<file path="config.mk">
export PLATFORM = sky130hd
export DESIGN_NAME = mm3_front
export DESIGN_NICKNAME = d
export VERILOG_FILES = /design/src/rtl/core/murmur3_128_stream_hash_unit_macros.svh /design/src/rtl/core/mm3_pkg.sv /design/src/rtl/core/mm3_front.sv
export SDC_FILE = /design/constraint.sdc
export NUM_CORES = 1
export LEC_CHECK = 0
export BUFFER_PORTS_ARGS = -buffer_cell sky130_fd_sc_hd__buf_2
export CAP_MARGIN = 5
export CORE_AREA = 2 2 106 108
export DETAILED_ROUTE_END_ITERATION = 6
export DIE_AREA = 0 0 108 110
export PLACE_DENSITY = 0.45
export SLEW_MARGIN = 20
export SYNTH_ARGS = -nofsm -noshare
export SYNTH_HDL_FRONTEND = slang
export SYNTH_SLANG_ARGS = --single-unit
</file>
<file path="constraint.sdc">
create_clock -name vclk -period 1.5
set_input_delay 0.225 -clock vclk [all_inputs]
set_output_delay 0.225 -clock vclk [all_outputs]
set_load 0.05 [all_outputs]
</file>
<file path="src/rtl/core/murmur3_128_stream_hash_unit_macros.svh">
// Assertion helpers shared by the hash unit RTL.
// Both macros expect clk and rst_n in the scope where they are used.
`ifndef MURMUR3_128_STREAM_HASH_UNIT_MACROS_SVH
`define MURMUR3_128_STREAM_HASH_UNIT_MACROS_SVH

// The consequent must hold in the same cycle as the antecedent.
`define MM3_ASSERT_NOW(label, ante, cons, msg) \
  label: assert property (@(posedge clk) disable iff (!rst_n) (ante) |-> (cons)) \
    else $error(msg);

// The consequent must hold in the cycle after the antecedent.
`define MM3_ASSERT_NEXT(label, ante, cons, msg) \
  label: assert property (@(posedge clk) disable iff (!rst_n) (ante) |=> (cons)) \
    else $error(msg);

`endif

</file>
<file path="src/rtl/core/mm3_pkg.sv">
package mm3_pkg;

  // Mixing constants of the 64-bit, 128-bit output variant.
  localparam logic [63:0] C1   = 64'h87c3_7b91_1142_53d5;
  localparam logic [63:0] C2   = 64'h4cf5_ad43_2745_937f;
  localparam logic [63:0] FM1  = 64'hff51_afd7_ed55_8ccd;
  localparam logic [63:0] FM2  = 64'hc4ce_b9fe_1a85_ec53;
  localparam logic [63:0] ADD1 = 64'h0000_0000_52dc_e729;
  localparam logic [63:0] ADD2 = 64'h0000_0000_3849_5ab5;

  // Bytes in one full chunk.
  localparam logic [4:0] CHUNK_BYTES = 5'd16;

  // Default depth of the queue between the front and the back.
  localparam int QUEUE_DEPTH_DEF = 2;

  // One classified chunk as the back end consumes it.
  typedef struct packed {
    logic [63:0] lo;       // bytes 0 to 7, unused bytes zeroed
    logic [63:0] hi;       // bytes 8 to 15, unused bytes zeroed
    logic [4:0]  add_len;  // bytes this chunk adds to the message length
    logic        full;     // mix as a full block
    logic        last;     // finish the hash after this chunk
  } entry_t;

endpackage

</file>
<file path="src/rtl/core/mm3_front.sv">
module mm3_front (
  input  logic             in_valid,
  output logic             in_ready,
  input  logic [63:0]      in_block_low,
  input  logic [63:0]      in_block_high,
  input  logic [4:0]       in_byte_count,
  input  logic             in_last_block,
  input  logic             q_full,
  output logic             q_push,
  output mm3_pkg::entry_t  q_entry
);
  import mm3_pkg::*;

  logic        full;
  logic [4:0]  cnt_sat;
  logic [63:0] lo_mask;
  logic [63:0] hi_mask;

  // A non-last chunk, or a last one with sixteen or more bytes, is a full block.
  // Otherwise only the first cnt_sat bytes survive; the rest read as zero.
  always_comb begin
    full    = !in_last_block || (in_byte_count >= CHUNK_BYTES);
    cnt_sat = full ? CHUNK_BYTES : in_byte_count;
    for (int i = 0; i < 8; i++) begin
      lo_mask[8*i +: 8] = (cnt_sat > 5'(i))     ? 8'hff : 8'h00;
      hi_mask[8*i +: 8] = (cnt_sat > 5'(i + 8)) ? 8'hff : 8'h00;
    end
  end

  // An item is taken whenever the queue has room.
  assign in_ready = !q_full;
  assign q_push   = in_valid && !q_full;

  assign q_entry = '{
    lo:      in_block_low & lo_mask,
    hi:      in_block_high & hi_mask,
    add_len: cnt_sat,
    full:    full,
    last:    in_last_block
  };

endmodule

</file>
# --- Word-level counts from Yosys, hierarchy flattened ---
# Index checks and enable logic that the tools add are counted.
totals:
  ramBits: 0
  inputBits: 136
  romBits: 0
  regBits: 0
  wordCells: 40
  latch_bits: 0
  mem_count: 0
  output_inout_bits: 137
classes:
  bitwise: 2
  n_eq_ne: 0
  magnitude_cmp: 17
  shift: 0
  mux: 17
  mul: 0
  reduce_logical: 4
  div: 0
  n_addsub: 0
op_table:
  columns: ["op", "n"]
  rows:
  - ["$and 64x64->64", 2]
  - ["$mux 8", 16]
  - ["$gt 5x4->1 const B", 8]
  - ["$gt 5x3->1 const B", 4]
  - ["$gt 5x1->1 const B", 2]
  - ["$gt 5x2->1 const B", 2]
  - ["$ge 5x5->1 const B", 1]
  - ["$mux 5", 1]
  - ["$logic_not 1->1", 2]
  - ["$logic_and 1x1->1", 1]
  - ["$logic_or 1x1->1", 1]

# --- Depth between registers and ports, before layout ---
depth:
  ltp_word: 6
  mapped_depth: 4
  mapped_depth_nobuf: 3

# --- Least setup slack after synthesis ---
# No wires, ideal clock.
synth_path:
  kind: "input to output"
  from: "input in_byte_count[2]"
  to: "output q_entry[31] in the netlist's numbering"
  setup_slack_ns: -0.515
  path_buffers: 2
  t_required_ns: 1.275
  arrival_ns: 1.790
  cell_stages: 4
  cell_sequence: "buf_4 -> nand2_1 -> buf_2 -> a21boi_0"
synth_rtl:
  columns: ["item", "line_no", "source"]
  rows:
  - ["start, declared", "mm3_front.sv:6", "input logic [4:0] in_byte_count,"]
  - ["end, declared", "mm3_front.sv:10", "output mm3_pkg::entry_t q_entry"]

==> qor.txt <==
Top Ports: 273
Outcome: completed
DR iter-0 viols: 54
Logic pwr share: 100.0%
Worst-margin pin slew: 0.577 ns
CLK BUF: 0
Period utilization: 98.3%
Post-Place Cells: 602
Critical path class: primary input to primary output
Final Slew Violations: 0
Critical path startpoint: in_byte_count[4]
Largest net degree at the start of global routing: 33
N_diodes: 0
Most frequent cells in the layout: buf_2 (237), a21boi_2 (71), buf_4 (34)
Area delta synth->final: 188%
CTS Hold Bufs: 0
Vias: 2477
Sw frac: 66.9%
Clock share of power: 0%
P_int: 0.000600 W
Core area: 0.0107 mm2
Congestion Overflow GR: 0
Critical Path, Cell by Cell: buf_4 > nor4b_4 > bufbuf_16 > a21boi_2 > buf_2
Nets: 608
Sequential fraction of the synthesis area: 0%
Commonest non-fill, non-tap cell in the layout: buf_2
Worst EP required: 1.27 ns
Drt drc: 0
Critical Path Max Stage Delay: 0.33 ns
Final core utilization: 33.7%
Wire per inst: 13.3 um
Mapped cell area: 0.00125 mm2
Worst hold path type: primary input to primary output
Number of antenna violations at the first check in global routing: 0
Non-filler instance count after layout: 610
Hold wc startpoint: q_full
Seq cells: 0
Cell Rows: 38
Avg Vias per Cell: 4.06
Max cap viols: 0
Overall power: 0.00181 W
Final instance area: 0.00361 mm2
Register share of total power: 0%
Final setup vio count: 0
Distinct cells, synth: 22
Critical path arrival: 1.25 ns
Die Wd: 108 um
Crit path max fanout: 8
Hpwl dp: 6.51 mm
Yosys Warn Count: 0
Initial Util: 11.7%
First-pass GRT wire length: 11.3 mm
Filler cells: 1139
Hold-critical path depth: 3
Die Height: 110 um
GP Congestion: 0.818
Multi-input logic area: 0.00138 mm2
Power density cells: 503 mW/mm2
P_leak: 1.94 nW
Min Tclk post-route: 1.47 ns
Post-DP Area: 0.00324 mm2
Slowest CP cell: bufbuf_16
Syn_area_per_cell: 6.94 um2
Unrepaired setup endpoints after global routing: yes
Crit end category: primary output
VDD IR max: 0.000233 V
Syn_nets: 316
Gate Count Post-Synth: 180
Worst Hold End: in_ready
Gr usage total: 11.8%
DR pass1 iterations: 4
Number of global-route vias before repair: 2300
Full die area: 0.0119 mm2
Total net switching power: 0.00121 W
Worst rel slew slack: 61.5%
Final Hold Fails: 0
Routed WL: 8.12 mm
F_max: 678 MHz
Nature of the critical path startpoint: primary input
IO buf count: 273
Antenna-violating nets left: 0
Share of cells above drive strength 1: 83.2%
Seq. cell area: 0 um2
## timing repair
| action | 4_1_cts | 5_1_grt |
|---|---|---|
| pin swaps | 1 | 2 |
| gates resized for setup | 38 | 30 |
| setup endpoints to repair | 43 | 82 |
| cloned | 5 | 0 |
| setup buffers | 2 | 1 |
## worst max-delay path by stage
stage                        endpoint  slack, ns  cells after the start
after floorplan           q_entry[23]      -0.26                      3
after global routing      q_entry[68]      -0.03                      6
after CTS                 q_entry[30]      0.003                      6
after detailed placement  q_entry[77]      -0.21                      4
final                     q_entry[94]       0.03                      5
after global placement    q_entry[76]      -0.14                      4
## logic make-up after synthesis
logic type / share of synthesized area (%)
buffers and inverters: 13.9
AND/OR/NAND/NOR: 20.8
AO/OA/AOI/OAI: 65.3
## metal layers
layer | vias to the layer above | global-route usage [%] | wire length (um)
li1 | 1219 | - | -
met2 | 143 | 24.7 | 4510
met4 | 0 | 0 | 0
met5 | - | 0 | 0
met1 | 1115 | 13.4 | 2960
met3 | 0 | 1.35 | 654
## worst max-delay path, delay by kind of cell
| family | cells | cell delay [ns] |
|---|---|---|
| buffers and inverters | 3 | 0.68 |
| and+or+nand+nor | 1 | 0.29 |
| AOI/OAI and AO/OA | 1 | 0.05 |
## Yosys cell counts
library cell / count / area share [%]
o211ai_1: 1 / 0.60
a31oi_1: 8 / 4.0
and2b_1: 2 / 1.2
nor3b_2: 1 / 1.0
buf_2: 10 / 4.0
o21ai_0: 1 / 0.40
nor4b_4: 1 / 1.9
nor2_1: 2 / 0.60
nand4_1: 1 / 0.50
and2_1: 11 / 5.5
a21boi_2: 4 / 3.6
nand2_1: 3 / 0.90
a21boi_0: 92 / 55
nor2b_1: 16 / 8.0
inv_1: 11 / 3.3
o31ai_2: 1 / 1.0
inv_2: 1 / 0.30
nand3_1: 3 / 1.2
buf_6: 4 / 3.6
clkbuf_1: 3 / 0.90
buf_4: 3 / 1.8
o21ai_1: 1 / 0.40
## power groups by stage
| stage | Sequential [W] | Combinational (W) | Clock [W] |
|---|---|---|---|
| finish | 0 | 0.00181 | 0 |
| global route | 0 | 0.00190 | 0 |
| CTS | 0 | 0.00179 | 0 |
| detailed placement | 0 | 0.00171 | 0 |
| global placement | 0 | 0.00170 | 0 |
| floorplan | 0 | 0.00120 | 0 |
## per-stage QoR
step	hold slack [ns]	TNS, ns	setup WS, ns
final	0.763	0	0.0257
after detailed placement	0.762	-2.98	-0.206
after CTS	0.764	0	0.00322
after floorplan	0.617	-8.70	-0.262
after global routing	0.783	-0.559	-0.0337
after global placement	0.759	-1.88	-0.145
## cell type report
type                       count  share of cell area, %
multi-input combinational    148                   38.3
tap                          140                   4.86
inverter                      12                   1.35
timing repair buffer         310                   55.5
(Power assumes the default switching activity.)
