==> config.mk <==
export PLATFORM = sky130hd
export DESIGN_NAME = mm3_queue
export DESIGN_NICKNAME = d
export VERILOG_FILES = /design/src/rtl/core/murmur3_128_stream_hash_unit_macros.svh /design/src/rtl/core/mm3_pkg.sv /design/src/rtl/core/mm3_queue.sv
export SDC_FILE = /design/constraint.sdc
export NUM_CORES = 1
export LEC_CHECK = 0
export ABC_AREA = 1
export BUFFER_PORTS_ARGS = -buffer_cell sky130_fd_sc_hd__buf_2
export CORE_ASPECT_RATIO = 1.2
export CORE_MARGIN = 4
export CORE_UTILIZATION = 56
export CTS_CLUSTER_SIZE = 12
export DETAILED_ROUTE_END_ITERATION = 8
export HOLD_SLACK_MARGIN = 0.02
export PLACE_DENSITY = 0.92
export SYNTH_ARGS = -nofsm -noshare
export SYNTH_HDL_FRONTEND = slang
export SYNTH_SLANG_ARGS = --single-unit
export TNS_END_PERCENT = 10
==> constraint.sdc <==
create_clock -name clk -period 20.8 [get_ports clk]
set_clock_uncertainty 0.1 [all_clocks]
set_input_delay 1.04 -clock clk [delete_from_list [all_inputs] [get_ports clk]]
set_output_delay 1.04 -clock clk [all_outputs]
set_load 0.005 [all_outputs]
==> src/rtl/core/murmur3_128_stream_hash_unit_macros.svh <==
// Assertion helpers shared by the hash unit RTL.
// Both macros expect clk and rst_n in the scope where they are used.
`ifndef MURMUR3_128_STREAM_HASH_UNIT_MACROS_SVH
`define MURMUR3_128_STREAM_HASH_UNIT_MACROS_SVH

// The consequent must hold in the same cycle as the antecedent.
`define MM3_ASSERT_NOW(label, ante, cons, msg) \
  label: assert property (@(posedge clk) disable iff (!rst_n) (ante) |-> (cons)) \
    else $error(msg);

// The consequent must hold in the cycle after the antecedent.
`define MM3_ASSERT_NEXT(label, ante, cons, msg) \
  label: assert property (@(posedge clk) disable iff (!rst_n) (ante) |=> (cons)) \
    else $error(msg);

`endif

==> src/rtl/core/mm3_pkg.sv <==
package mm3_pkg;

  // Mixing constants of the 64-bit, 128-bit output variant.
  localparam logic [63:0] C1   = 64'h87c3_7b91_1142_53d5;
  localparam logic [63:0] C2   = 64'h4cf5_ad43_2745_937f;
  localparam logic [63:0] FM1  = 64'hff51_afd7_ed55_8ccd;
  localparam logic [63:0] FM2  = 64'hc4ce_b9fe_1a85_ec53;
  localparam logic [63:0] ADD1 = 64'h0000_0000_52dc_e729;
  localparam logic [63:0] ADD2 = 64'h0000_0000_3849_5ab5;

  // Bytes in one full chunk.
  localparam logic [4:0] CHUNK_BYTES = 5'd16;

  // Default depth of the queue between the front and the back.
  localparam int QUEUE_DEPTH_DEF = 2;

  // One classified chunk as the back end consumes it.
  typedef struct packed {
    logic [63:0] lo;       // bytes 0 to 7, unused bytes zeroed
    logic [63:0] hi;       // bytes 8 to 15, unused bytes zeroed
    logic [4:0]  add_len;  // bytes this chunk adds to the message length
    logic        full;     // mix as a full block
    logic        last;     // finish the hash after this chunk
  } entry_t;

endpackage

==> src/rtl/core/mm3_queue.sv <==
module mm3_queue #(
  parameter int DEPTH = mm3_pkg::QUEUE_DEPTH_DEF
) (
  input  logic             clk,
  input  logic             rst_n,
  input  logic             push,
  input  mm3_pkg::entry_t  push_entry,
  output logic             full,
  input  logic             pop,
  output logic             empty,
  output mm3_pkg::entry_t  head
);
  import mm3_pkg::*;

  localparam int AW = (DEPTH > 1) ? $clog2(DEPTH) : 1;
  localparam int CW = $clog2(DEPTH + 1);

  entry_t          slot_r [DEPTH];
  logic [AW-1:0]   wr_ptr_r, wr_ptr_nxt;
  logic [AW-1:0]   rd_ptr_r, rd_ptr_nxt;
  logic [CW-1:0]   count_r, count_nxt;

  assign full  = (count_r == CW'(DEPTH));
  assign empty = (count_r == '0);
  assign head  = slot_r[rd_ptr_r];

  // Pointers wrap at the depth; the count tracks occupancy.
  always_comb begin
    wr_ptr_nxt = wr_ptr_r;
    rd_ptr_nxt = rd_ptr_r;
    count_nxt  = count_r;
    if (push) begin
      wr_ptr_nxt = (wr_ptr_r == AW'(DEPTH - 1)) ? '0 : wr_ptr_r + 1'b1;
    end
    if (pop) begin
      rd_ptr_nxt = (rd_ptr_r == AW'(DEPTH - 1)) ? '0 : rd_ptr_r + 1'b1;
    end
    if (push && !pop) begin
      count_nxt = count_r + 1'b1;
    end else if (pop && !push) begin
      count_nxt = count_r - 1'b1;
    end
  end

  always_ff @(posedge clk) begin
    if (!rst_n) begin
      wr_ptr_r <= '0;
      rd_ptr_r <= '0;
      count_r  <= '0;
    end else begin
      wr_ptr_r <= wr_ptr_nxt;
      rd_ptr_r <= rd_ptr_nxt;
      count_r  <= count_nxt;
    end
  end

  // Slot storage needs no reset.
  always_ff @(posedge clk) begin
    if (push) begin
      slot_r[wr_ptr_r] <= push_entry;
    end
  end

endmodule

### After elaboration in Yosys (flattened, before gate mapping)

Memory sizes are Yosys's and may differ from the RTL's. A register that Yosys moved wholly into a read port is not among the register bits.
Index checks and enable logic that the tools add are counted.
Widths: inputs -> output; s select.

* add/subtract/negate cells: 4
* multiply operators: 0
* div/mod/pow operators: 0
* order comparisons: 0
* equality and inequality tests: 1
* shifts and indexed selects: 0
* mux-type cells: 8
* bitwise gates (word level): 0
* reduce and logical (&&, ||, !) cells: 6

Operator list (count)
* $mux 1: 6
* $mux 2: 2
* $add 1x1->1 const B: 2
* $add 2x1->2 const B: 1
* $eq 2x2->1 const B: 1
* $logic_and 1x1->1: 2
* $logic_not 1->1: 2
* $logic_not 2->1: 1
* $reduce_bool 2->1: 1
* $sub 2x1->2 const B: 1

* register bits after elaboration: 4
* latch bits: 0
* memory bits (writable): 270
* ROM bits: 0
* input port bits: 139
* word-level logic and storage cells: 23
* memories: 1

Memory list
* slot_r: depth 2, bits a word 135, rd ports 1, clocked after Yosys merged registers in 1, write ports 1, line mm3_queue.sv:18 `entry_t slot_r [DEPTH];`

### Logic depth before layout (Yosys ltp)

Gate-level depths: netlist of the first run.

* depth after elaboration: 4
* depth in mapped cells: 8
* depth with buffers taken out: 8

### Worst setup path after synthesis of the first run

No wires, ideal clock.

* path kind: input-to-reg
* start: input push
* end: memory slot_r[0][0] in the netlist's numbering (enable)
* library setup time: 0.635 ns
* arrival: 6.726 ns
* slack: 13.339 ns
* stages on the path: 2
* path buffers: 0
* cell sequence: inv_1 nor2_1

* longest elaborated chain between the ends: 2

Ends and longest elaborated chain
* from (decl): line mm3_queue.sv:6 `input logic push,`
* $mux 1: line mm3_queue.sv:59 `if (push) begin`
* $mux 1 (not written as such): line mm3_queue.sv:60 `slot_r[wr_ptr_r] <= push_entry;`
* to (decl): line mm3_queue.sv:18

No other way between the ends.

==> summary.txt, run 1 <==
Run status
  – Status: complete, no violations

Clock network
  – # hold bufs at CTS: 0
  – Inserted Clock Buffers: 27
  – CTS H-tree lvls: 1
  – CTS sink count: 275
  – CTS tree: built
  – Post_cts resized: 0
  – Root Driver: clkbuf_16
  – Reg clk slew, reported paths: around 50 ps
  – Post-CTS setup repair buffer count: 0
  – Clock Path Buffers: 3
  – Clk Latency, worst-skew pair: 500 ps

Synth
  – Largest family of logic cells by synthesized area: multiplexers
  – Seq/Total Area, Yosys: between 80% and 90%
  – Synth Area in Compound Gates: less than 1%
  – Post-Synth Adder-Cell Area: less than 1%
  – Ys flop type: edfxtp_1
  – Synthesized area: around 10,000 um2
  – Synth top area cells: edfxtp_1, mux2_2, mux2_4
  – Flop and latch count out of synthesis: 275
  – Share of flip-flops with an asynchronous set or reset: 0%
  – Netlist cell types: 14
  – Synth Warn #: 0
  – Synth area leader: edfxtp_1
  – Yosys top cell area share: 79.78%
  – Average size of a mapped cell: 22.33 um2
  – Top cells by count, synth: edfxtp_1, mux2_2, mux2_4, nor2_1
  – Synth Instances: between 400 and 500
  – Syn_nets: 595
  – Post-Synth XOR/XNOR Area: 0%
  – Simple-gate share of the synthesized area: 0.7387%
  – EDFF count, synth: 270
  – Dominant cell by count in the synthesized netlist: edfxtp_1
  – Post-synthesis mux area share: 16.81%

Floorplan
  – IO Count: 276
  – Die H: roughly 160 um
  – Core footprint: roughly 18,000 um2
  – Initial Util: 57.40%
  – # rows: 53
  – Die W: 131.0 um
  – Die area: between 20,000 and 25,000 um2

Routing
  – DR vias: 5,188
  – DRT Pass-1 Iters: 4
  – First DRT Iteration DRCs: slightly above 300
  – Routed Antenna Nets: 0
  – Per-cell routed wire length: 20.13 um
  – Routed WL: between 15,000 and 20,000 um
  – DR DRC count: 0
  – Via/cell ratio: 5.294

Global route
  – Largest net degree at the start of global routing: 85
  – Global router's overall resource usage: 18.74%
  – Global-route wire length before repair: 29,490 um
  – Grt total ovfl: 0
  – Initial antenna violation count: 3
  – Number of global-route vias before repair: 5,559

Timing
  – Setup TNS: 0 ps
  – Hold_ws: 399.4 ps
  – Fin crit share: 20.13%
  – F_max: between 200 and 250 MHz
  – Final WS setup: 16,610 ps
  – RSZ-0062 raised after global routing: no
  – Slew Limit Fails: 0
  – Final setup vio count: 0
  – Slew headroom: 24.12%
  – Pin slew with the least headroom to its limit: approximately 1100 ps
  – Min cycle time layout: about 4200 ps
  – Final Hold Viols: 0

Setup path
  – Crit path max-delay cell type: dfxtp_4
  – Highest cell delay on the worst timing path: 970 ps
  – Critical path peak fanout: 70
  – Crit path DAT: 3050 ps
  – CP cell instances: buf_4, mux2_2, buf_2
  – Req. time, crit path: slightly below 20,000 ps
  – Critical setup path kind: reg2out
  – R2R Path Start: wr_ptr_r
  – Critical Path End Type: output pin
  – Cell family with most CP delay: buffers and inverters
  – Critical Path Source Type: flip-flop
  – Buf/Inv on CP: 2

Power
  – Pwr Total: 1.175 mW
  – Peak supply drop: 0.07819 mV
  – PD cells: 94.14 nW/um2
  – Leakage: 4.826 nW

Final layout
  – Layout cell share with drive strength beyond 1: around three fifths
  – Synth-to-Final Area Change: 22.81%
  – Post-layout net count: between 800 and 900
  – Finished Layout Cells: 980

Run
  – Maxcap violations: 0

Placed design
  – # placed instances: between 900 and 1,000
  – RePlAce Congestion: 0.7673
  – DPL Wire Length: 13,050 um
  – Number of port buffers: 275
  – Pre-CTS setup slack: 17,070 ps

Min path
  – Hold Crit Class: reg2reg
  – Hold Crit Start: rd_ptr_r
[final timing paths]
path | slack [ps] | cells past startpoint | to
min | 400 | 2 | rd_ptr_r
min reg2reg | 400 | 2 | rd_ptr_r
max | 16610 | 3 | head[16]
max reg2reg | 18400 | 3 | slot_r[1][22]
[cell usage in the layout (no fill, tap or decap), drive strengths merged]
master  instances
buf           279
edfxtp        270
mux2          135
clkbuf         38
nor2            9
nand2           8
inv             8
dfxtp           5
clkinv          2
diode           1
o21ai           1
a21oi           1
nand3           1
nand4           1
ha              1
[registers in the layout, indices dropped and copies added, names as in the netlist, named ones only]
| register | count |
|---|---|
| rd_ptr_r | 1 |
| slot_r | 270 |
| count_r | 2 |
| wr_ptr_r | 1 |
[kinds of logic (layout without fill, tap and decap cells)]
family / after synthesis / in the layout
DFF: 275 / 275
other: 0 / 1
buffers and inverters: 23 / 327
AOI/OAI and AO/OA: 2 / 2
adders and majority gates: 1 / 1
muxes: 135 / 135
and+or+nand+nor: 19 / 19
[power by group]
part	leakage [nW]	internal (mW)	switching, mW
clock network	0.360	0.239	0.180
logic	1.89	0.0547	0.0478
registers	2.58	0.642	0.0116
total	4.83	0.936	0.239
[worst reg2reg max path: stages, from the launching register on]
cell and delay [ps]:
dfxtp_1 390, nand2_1 150, inv_6 470, buf_4 830
[per-stage QoR]
stage | util (%) | area (um2)
floorplan | - | 10160
global placement | 66.31 | 11740
detailed placement | 66.31 | 11740
CTS | 70.48 | 12480
global route | 70.49 | 12480
finish | 70.49 | 12480
[metal layers]
metal / up-vias / track usage [%] / part of all wire [%]
li1: 2383 / - / -
met3: 47 / 5.890 / 8.8
met1: 2495 / 21.55 / 35
met4: 4 / 5.879 / 2.7
met5: - / 0 / 0.14
met2: 259 / 33.20 / 53
[layout make-up]
cell class,count,area (um2)
Multi-Input combinational cell,157,1813
Antenna cell,1,2.502
Clock buffer,38,726.9
Tap cell,220,275.3
Clock inverter,2,10.01
Sequential cell,275,8212
Inverter,8,35.03
Fill cell,1077,5225
Timing Repair Buffer,279,1406
Power figures use the tool's default switching activity.
==> run 2, diff against run 1 <==
--- a/config.mk
+++ b/config.mk
@@ -9,11 +9,11 @@
 export BUFFER_PORTS_ARGS = -buffer_cell sky130_fd_sc_hd__buf_2
 export CORE_ASPECT_RATIO = 1.2
 export CORE_MARGIN = 4
-export CORE_UTILIZATION = 56
+export CORE_UTILIZATION = 52
 export CTS_CLUSTER_SIZE = 12
 export DETAILED_ROUTE_END_ITERATION = 8
 export HOLD_SLACK_MARGIN = 0.02
-export PLACE_DENSITY = 0.92
+export PLACE_DENSITY = 0.87
 export SYNTH_ARGS = -nofsm -noshare
 export SYNTH_HDL_FRONTEND = slang
 export SYNTH_SLANG_ARGS = --single-unit
==> constraint.sdc (replaced) <==
create_clock -name clk -period 4.12 [get_ports clk]
set_clock_uncertainty 0.1 [all_clocks]
set_input_delay 0.206 -clock clk [delete_from_list [all_inputs] [get_ports clk]]
set_output_delay 0.206 -clock clk [all_outputs]
set_load 0.005 [all_outputs]
==> summary.txt, run 2 (synthesis results as in run 1) <==
Final layout
  – Post-Route Utilization: 73.23%
  – Most frequent cells in the layout: buf_2, edfxtp_1, dlygate4sd3_1, mux2_2, mux2_4
  – Most common cell after layout, fill and taps aside: buf_2
  – Post-layout net count: 1,027
  – Layout cell share with drive strength beyond 1: 49.61%
  – Top reg by flops: slot_r
  – Largest regs: slot_r (270), count_r (2)
  – Largest register FFs: 270
  – Synth-to-Final Area Change: 37.37%

Routing
  – DR vias: a little under 6,000
  – DR DRC count: 0
  – Via/cell ratio: roughly 5.0
  – First DRT Iteration DRCs: between 200 and 300
  – Routed Antenna Nets: 0
  – Routed WL: roughly 23,000 um
  – Per-cell routed wire length: 19.88 um
  – DRT Pass-1 Iters: 4

Placed design
  – Pre-CTS setup slack: 1952 ps
  – DPL Wire Length: ~13,000 um
  – RePlAce Congestion: 0.7943
  – Number of port buffers: 275

Clock network
  – Reg clk slew, reported paths: 60 ps
  – Clk Latency, worst-skew pair: 500 ps
  – Post_cts resized: 0
  – Root Driver: clkbuf_16
  – CTS sink count: 275
  – Clock Path Buffers: 3
  – Inserted Clock Buffers: 27
  – CTS H-tree lvls: 1
  – CTS tree: built

Setup path
  – Critical Path Source Type: flip-flop
  – Highest cell delay on the worst timing path: about 660 ps
  – Crit path DAT: 2280 ps
  – Critical path peak fanout: 35
  – Critical setup path kind: reg2out
  – R2R Path Start: wr_ptr_r
  – Crit path max-delay cell type: dfxtp_4
  – Req. time, crit path: approximately 3800 ps
  – Cell family with most CP delay: buffers and inverters
  – Buf/Inv on CP: 2
  – Critical Path End Type: output pin
  – CP cell instances: buf_4, mux2_2, buf_2

Timing
  – Final setup vio count: 0
  – Pin slew with the least headroom to its limit: 928.3 ps
  – Slew Limit Fails: 0
  – Min cycle time layout: 2587 ps
  – Setup TNS: 0 ps
  – Fin crit share: 62.80%
  – Final Hold Viols: 0
  – RSZ-0062 raised after global routing: no
  – F_max: 386.5 MHz
  – Final WS setup: ~1500 ps
  – Slew headroom: 38.11%

Floorplan
  – Die W: 135.6 um
  – # rows: 55
  – IO Count: 276
  – Initial Util: 53.31%
  – Core footprint: 19,060 um2
  – Die H: 161.1 um
  – Die area: 21,850 um2

Min path
  – Hold Crit Start: push_entry[95]
  – Hold Crit Class: in2reg

Power
  – PD cells: ~440 nW/um2
  – Peak supply drop: 0.4109 mV
  – Leakage: between 5 and 6 nW

Global route
  – Global-route wire length before repair: 34,760 um
  – Initial antenna violation count: 2
  – Grt total ovfl: 0
  – Largest net degree at the start of global routing: 136
  – Number of global-route vias before repair: approximately 6,400
  – Global router's overall resource usage: 20.43%

Run status
  – Status: complete, no violations

Run
  – Maxcap violations: 0
run 2: cell types whose count changed in the layout (fill, tap and decap cells not counted), sizes merged:
cell / delta
diode: +1
clkbuf: -1
bufinv: +1
dlygate4sd3: +138
clkinv: +1
buf: +1
run 2: per-stage QoR:
step	power [mW]	instances	instance area, um2	hold WS (ps)
global placement	3.860	976	11820	293.1
detailed placement	3.881	976	11820	297.0
global route	6.344	1157	13960	305.4
CTS	6.136	1155	13950	291.0
floorplan	3.627	455	10170	204.9
finish	6.114	1157	13960	311.6
run 2: cell type report:
class / count / area (um2)
Antenna cell: 2 / 5.005
Clock buffer: 37 / 713.2
Clock inverter: 4 / 41.29
Fill cell: 1048 / 5102
Inverter: 8 / 35.03
Multi-Input combinational cell: 157 / 1813
Sequential cell: 275 / 8212
Tap cell: 256 / 320.3
Timing Repair Buffer: 418 / 2820
run 2: final timing paths:
check | cells after the start | to | slack (ps)
worst max-delay path | 3 | head[15] | 1530
worst min register to register | 2 | flip-flop | 410
worst min-delay path | 2 | slot_r[1][95] | 310
worst max register to register | 3 | slot_r[1][65] | 1920
run 2: report_power, final:
| group | switching [mW] | total, mW | internal, mW | leakage [nW] |
|---|---|---|---|---|
| Clock | 0.918 | 2.17 | 1.25 | 0.363 |
| Sequential | 0.0513 | 3.29 | 3.24 | 2.58 |
| Combinational | 0.286 | 0.650 | 0.364 | 2.48 |
run 2: routing by layer:
| metal | global-route usage (%) | wire (um) |
|---|---|---|
| met5 | 0 | 0 |
| met4 | 7.195 | 639 |
| met3 | 4.455 | 1556 |
| met2 | 38.56 | 12720 |
| met1 | 22.37 | 8088 |
run 2: what timing repair did:
item                      4_1_cts  5_1_grt
buffers inserted                0        0
hold buffers                  138        0
hold endpoints to repair      275        0
==> run 3, diff against run 2 <==
--- a/config.mk
+++ b/config.mk
@@ -9,11 +9,11 @@
 export BUFFER_PORTS_ARGS = -buffer_cell sky130_fd_sc_hd__buf_2
 export CORE_ASPECT_RATIO = 1.2
 export CORE_MARGIN = 4
-export CORE_UTILIZATION = 52
+export CORE_UTILIZATION = 47
 export CTS_CLUSTER_SIZE = 12
 export DETAILED_ROUTE_END_ITERATION = 8
 export HOLD_SLACK_MARGIN = 0.02
-export PLACE_DENSITY = 0.87
+export PLACE_DENSITY = 0.84
 export SYNTH_ARGS = -nofsm -noshare
 export SYNTH_HDL_FRONTEND = slang
 export SYNTH_SLANG_ARGS = --single-unit
==> constraint.sdc (replaced) <==
create_clock -name clk -period 2.2 [get_ports clk]
set_clock_uncertainty 0.1 [all_clocks]
set_input_delay 0.11 -clock clk [delete_from_list [all_inputs] [get_ports clk]]
set_output_delay 0.11 -clock clk [all_outputs]
set_load 0.005 [all_outputs]
==> summary.txt, run 3 (synthesis results as in run 1) <==
Routing
  – Met3 wire len: 1561 um
  – First DRT Iteration DRCs: 307
  – Routed Antenna Nets: 0
  – Per-cell routed wire length: 19.23 um
  – DRT Pass-1 Iters: 4
  – DR vias: ~5,800
  – Routed WL: between 20,000 and 25,000 um
  – Via/cell ratio: 4.943
  – Routed wl met2: ~12,000 um
  – Top routing layer in use: met5
  – Met1 Wirelength: 7904 um
  – DR DRC count: 0

Run status
  – Status: complete, no violations

Clock network
  – Reg clk slew, reported paths: 60 ps
  – CTS sink count: roughly 280
  – Inserted Clock Buffers: 28
  – Root Driver: clkbuf_16
  – Clk Latency, worst-skew pair: 520 ps
  – Clock Path Buffers: 3
  – CTS H-tree lvls: 1
  – Post-CTS setup repair buffer count: 0
  – CTS tree: built

Timing
  – Fin crit share: a little over nine tenths
  – Slew Limit Fails: 0
  – Final Hold Viols: 0
  – RSZ-0062 raised after global routing: no
  – F_max: about 480 MHz
  – Pin slew with the least headroom to its limit: 507.7 ps
  – Final setup vio count: 0
  – Min cycle time layout: 2104 ps
  – Slew headroom: 66.15%
  – Final WS setup: 95.66 ps

Placed design
  – Pre-CTS setup slack: 607.6 ps
  – RePlAce Congestion: 0.7175
  – Number of port buffers: approximately 280
  – DPL Wire Length: 13,170 um

Power
  – PD cells: around 830 nW/um2
  – Leakage: about 5.5 nW
  – Peak supply drop: 0.7346 mV

Global route
  – Number of global-route vias before repair: 6,369
  – Initial antenna violation count: 3
  – Grt total ovfl: 0
  – Largest net degree at the start of global routing: 71
  – Global-route wire length before repair: 34,490 um
  – Global router's overall resource usage: 18.42%

Floorplan
  – Die area: 24,050 um2
  – Initial Util: 48.12%
  – # rows: 58
  – Die H: 169.1 um
  – Die W: 142.2 um
  – Core footprint: 21,120 um2
  – IO Count: about 280

Setup path
  – Critical Path Source Type: flip-flop
  – Critical Path End Type: output pin
  – Crit path DAT: about 1900 ps
  – Critical path peak fanout: 67
  – Req. time, crit path: 1990 ps
  – Critical setup path kind: reg2out

Final layout
  – Antenna diodes: 0
  – Fillcell total: approximately 1,300
  – Most common cell after layout, fill and taps aside: buf_2
  – Post-Route Utilization: 67.10%
  – Top reg by flops: slot_r
  – Most frequent cells in the layout: buf_2, edfxtp_1, dlygate4sd3_1, mux2_2, mux2_4
  – Post-layout net count: 1,034
  – Largest regs: slot_r (270), count_r (2)
  – Largest register FFs: between 200 and 300
  – Layout cell share with drive strength beyond 1: 50.00%
  – Synth-to-Final Area Change: 39.44%

Min path
  – Hold Crit Class: in2reg

Run
  – Maxcap violations: 0
[run 3: cell count changes in the layout (fill, tap and decap cells not counted), moves of 2 or more]
cell and change:
dlygate4sd3_1 +3, clkbuf_8 +2, clkbuf_16 +2, diode_2 -2
clkinvlp_4 +2, buf_12 +4, clkbuf_1 +2
[run 3: through the flow]
step | area [um2] | hold WS (ps) | TNS, ps | std cells | power, mW
2_1_floorplan | 10180 | 108.9 | -178130 | 455 | 6.789
3_3_place_gp | 11910 | 197.8 | 0 | 993 | 7.245
3_5_place_dp | 11910 | 201.4 | 0 | 993 | 7.292
4_1_cts | 14170 | 179.4 | 0 | 1182 | 11.87
5_1_grt | 14170 | 192.4 | 0 | 1182 | 12.26
6_report | 14170 | 207.8 | 0 | 1182 | 11.78
[run 3: where the power goes]
| part | switching [mW] | internal [mW] | total (mW) |
|---|---|---|---|
| clock network | 1.79 | 2.59 | 4.38 |
| logic | 0.560 | 0.705 | 1.26 |
| registers | 0.0713 | 6.07 | 6.14 |
[run 3: per-layer routing]
metal	global-route usage (%)	vias to the layer above
li1	-	2672
met1	19.88	2842
met2	34.03	255
met3	4.493	68
met4	7.805	6
met5	0	-
[run 3: timing repair]
| item | CTS | global route |
|---|---|---|
| hold buffers | 141 | 0 |
| hold endpoints to repair | 275 | 0 |
| gates resized for setup | 0 | 0 |
[run 3: final cells by class]
cell class	instances	area, um2	area share, %
Inverter	8	33.78	0.2384
Tap cell	270	337.8	2.384
Multi-Input combinational cell	157	1815	12.81
Clock inverter	5	48.80	0.3444
Clock buffer	43	798.3	5.634
Sequential cell	275	8213	57.96
Timing Repair Buffer	424	2923	20.63
[run 3: final timing paths]
check                                    start             to  slack [ps]  cells after the start
worst max-delay path                 flip-flop      head[120]         100                      3
worst min-delay path            push_entry[60]  slot_r[0][60]         210                      2
worst max register to register        wr_ptr_r       wr_ptr_r         310                      5
worst min register to register        rd_ptr_r      flip-flop         430                      3
[run 3: critical path: stages, from the launching register on]
cell and delay [ps]:
dfxtp_4 380, buf_12 330, mux2_2 400, buf_2 140
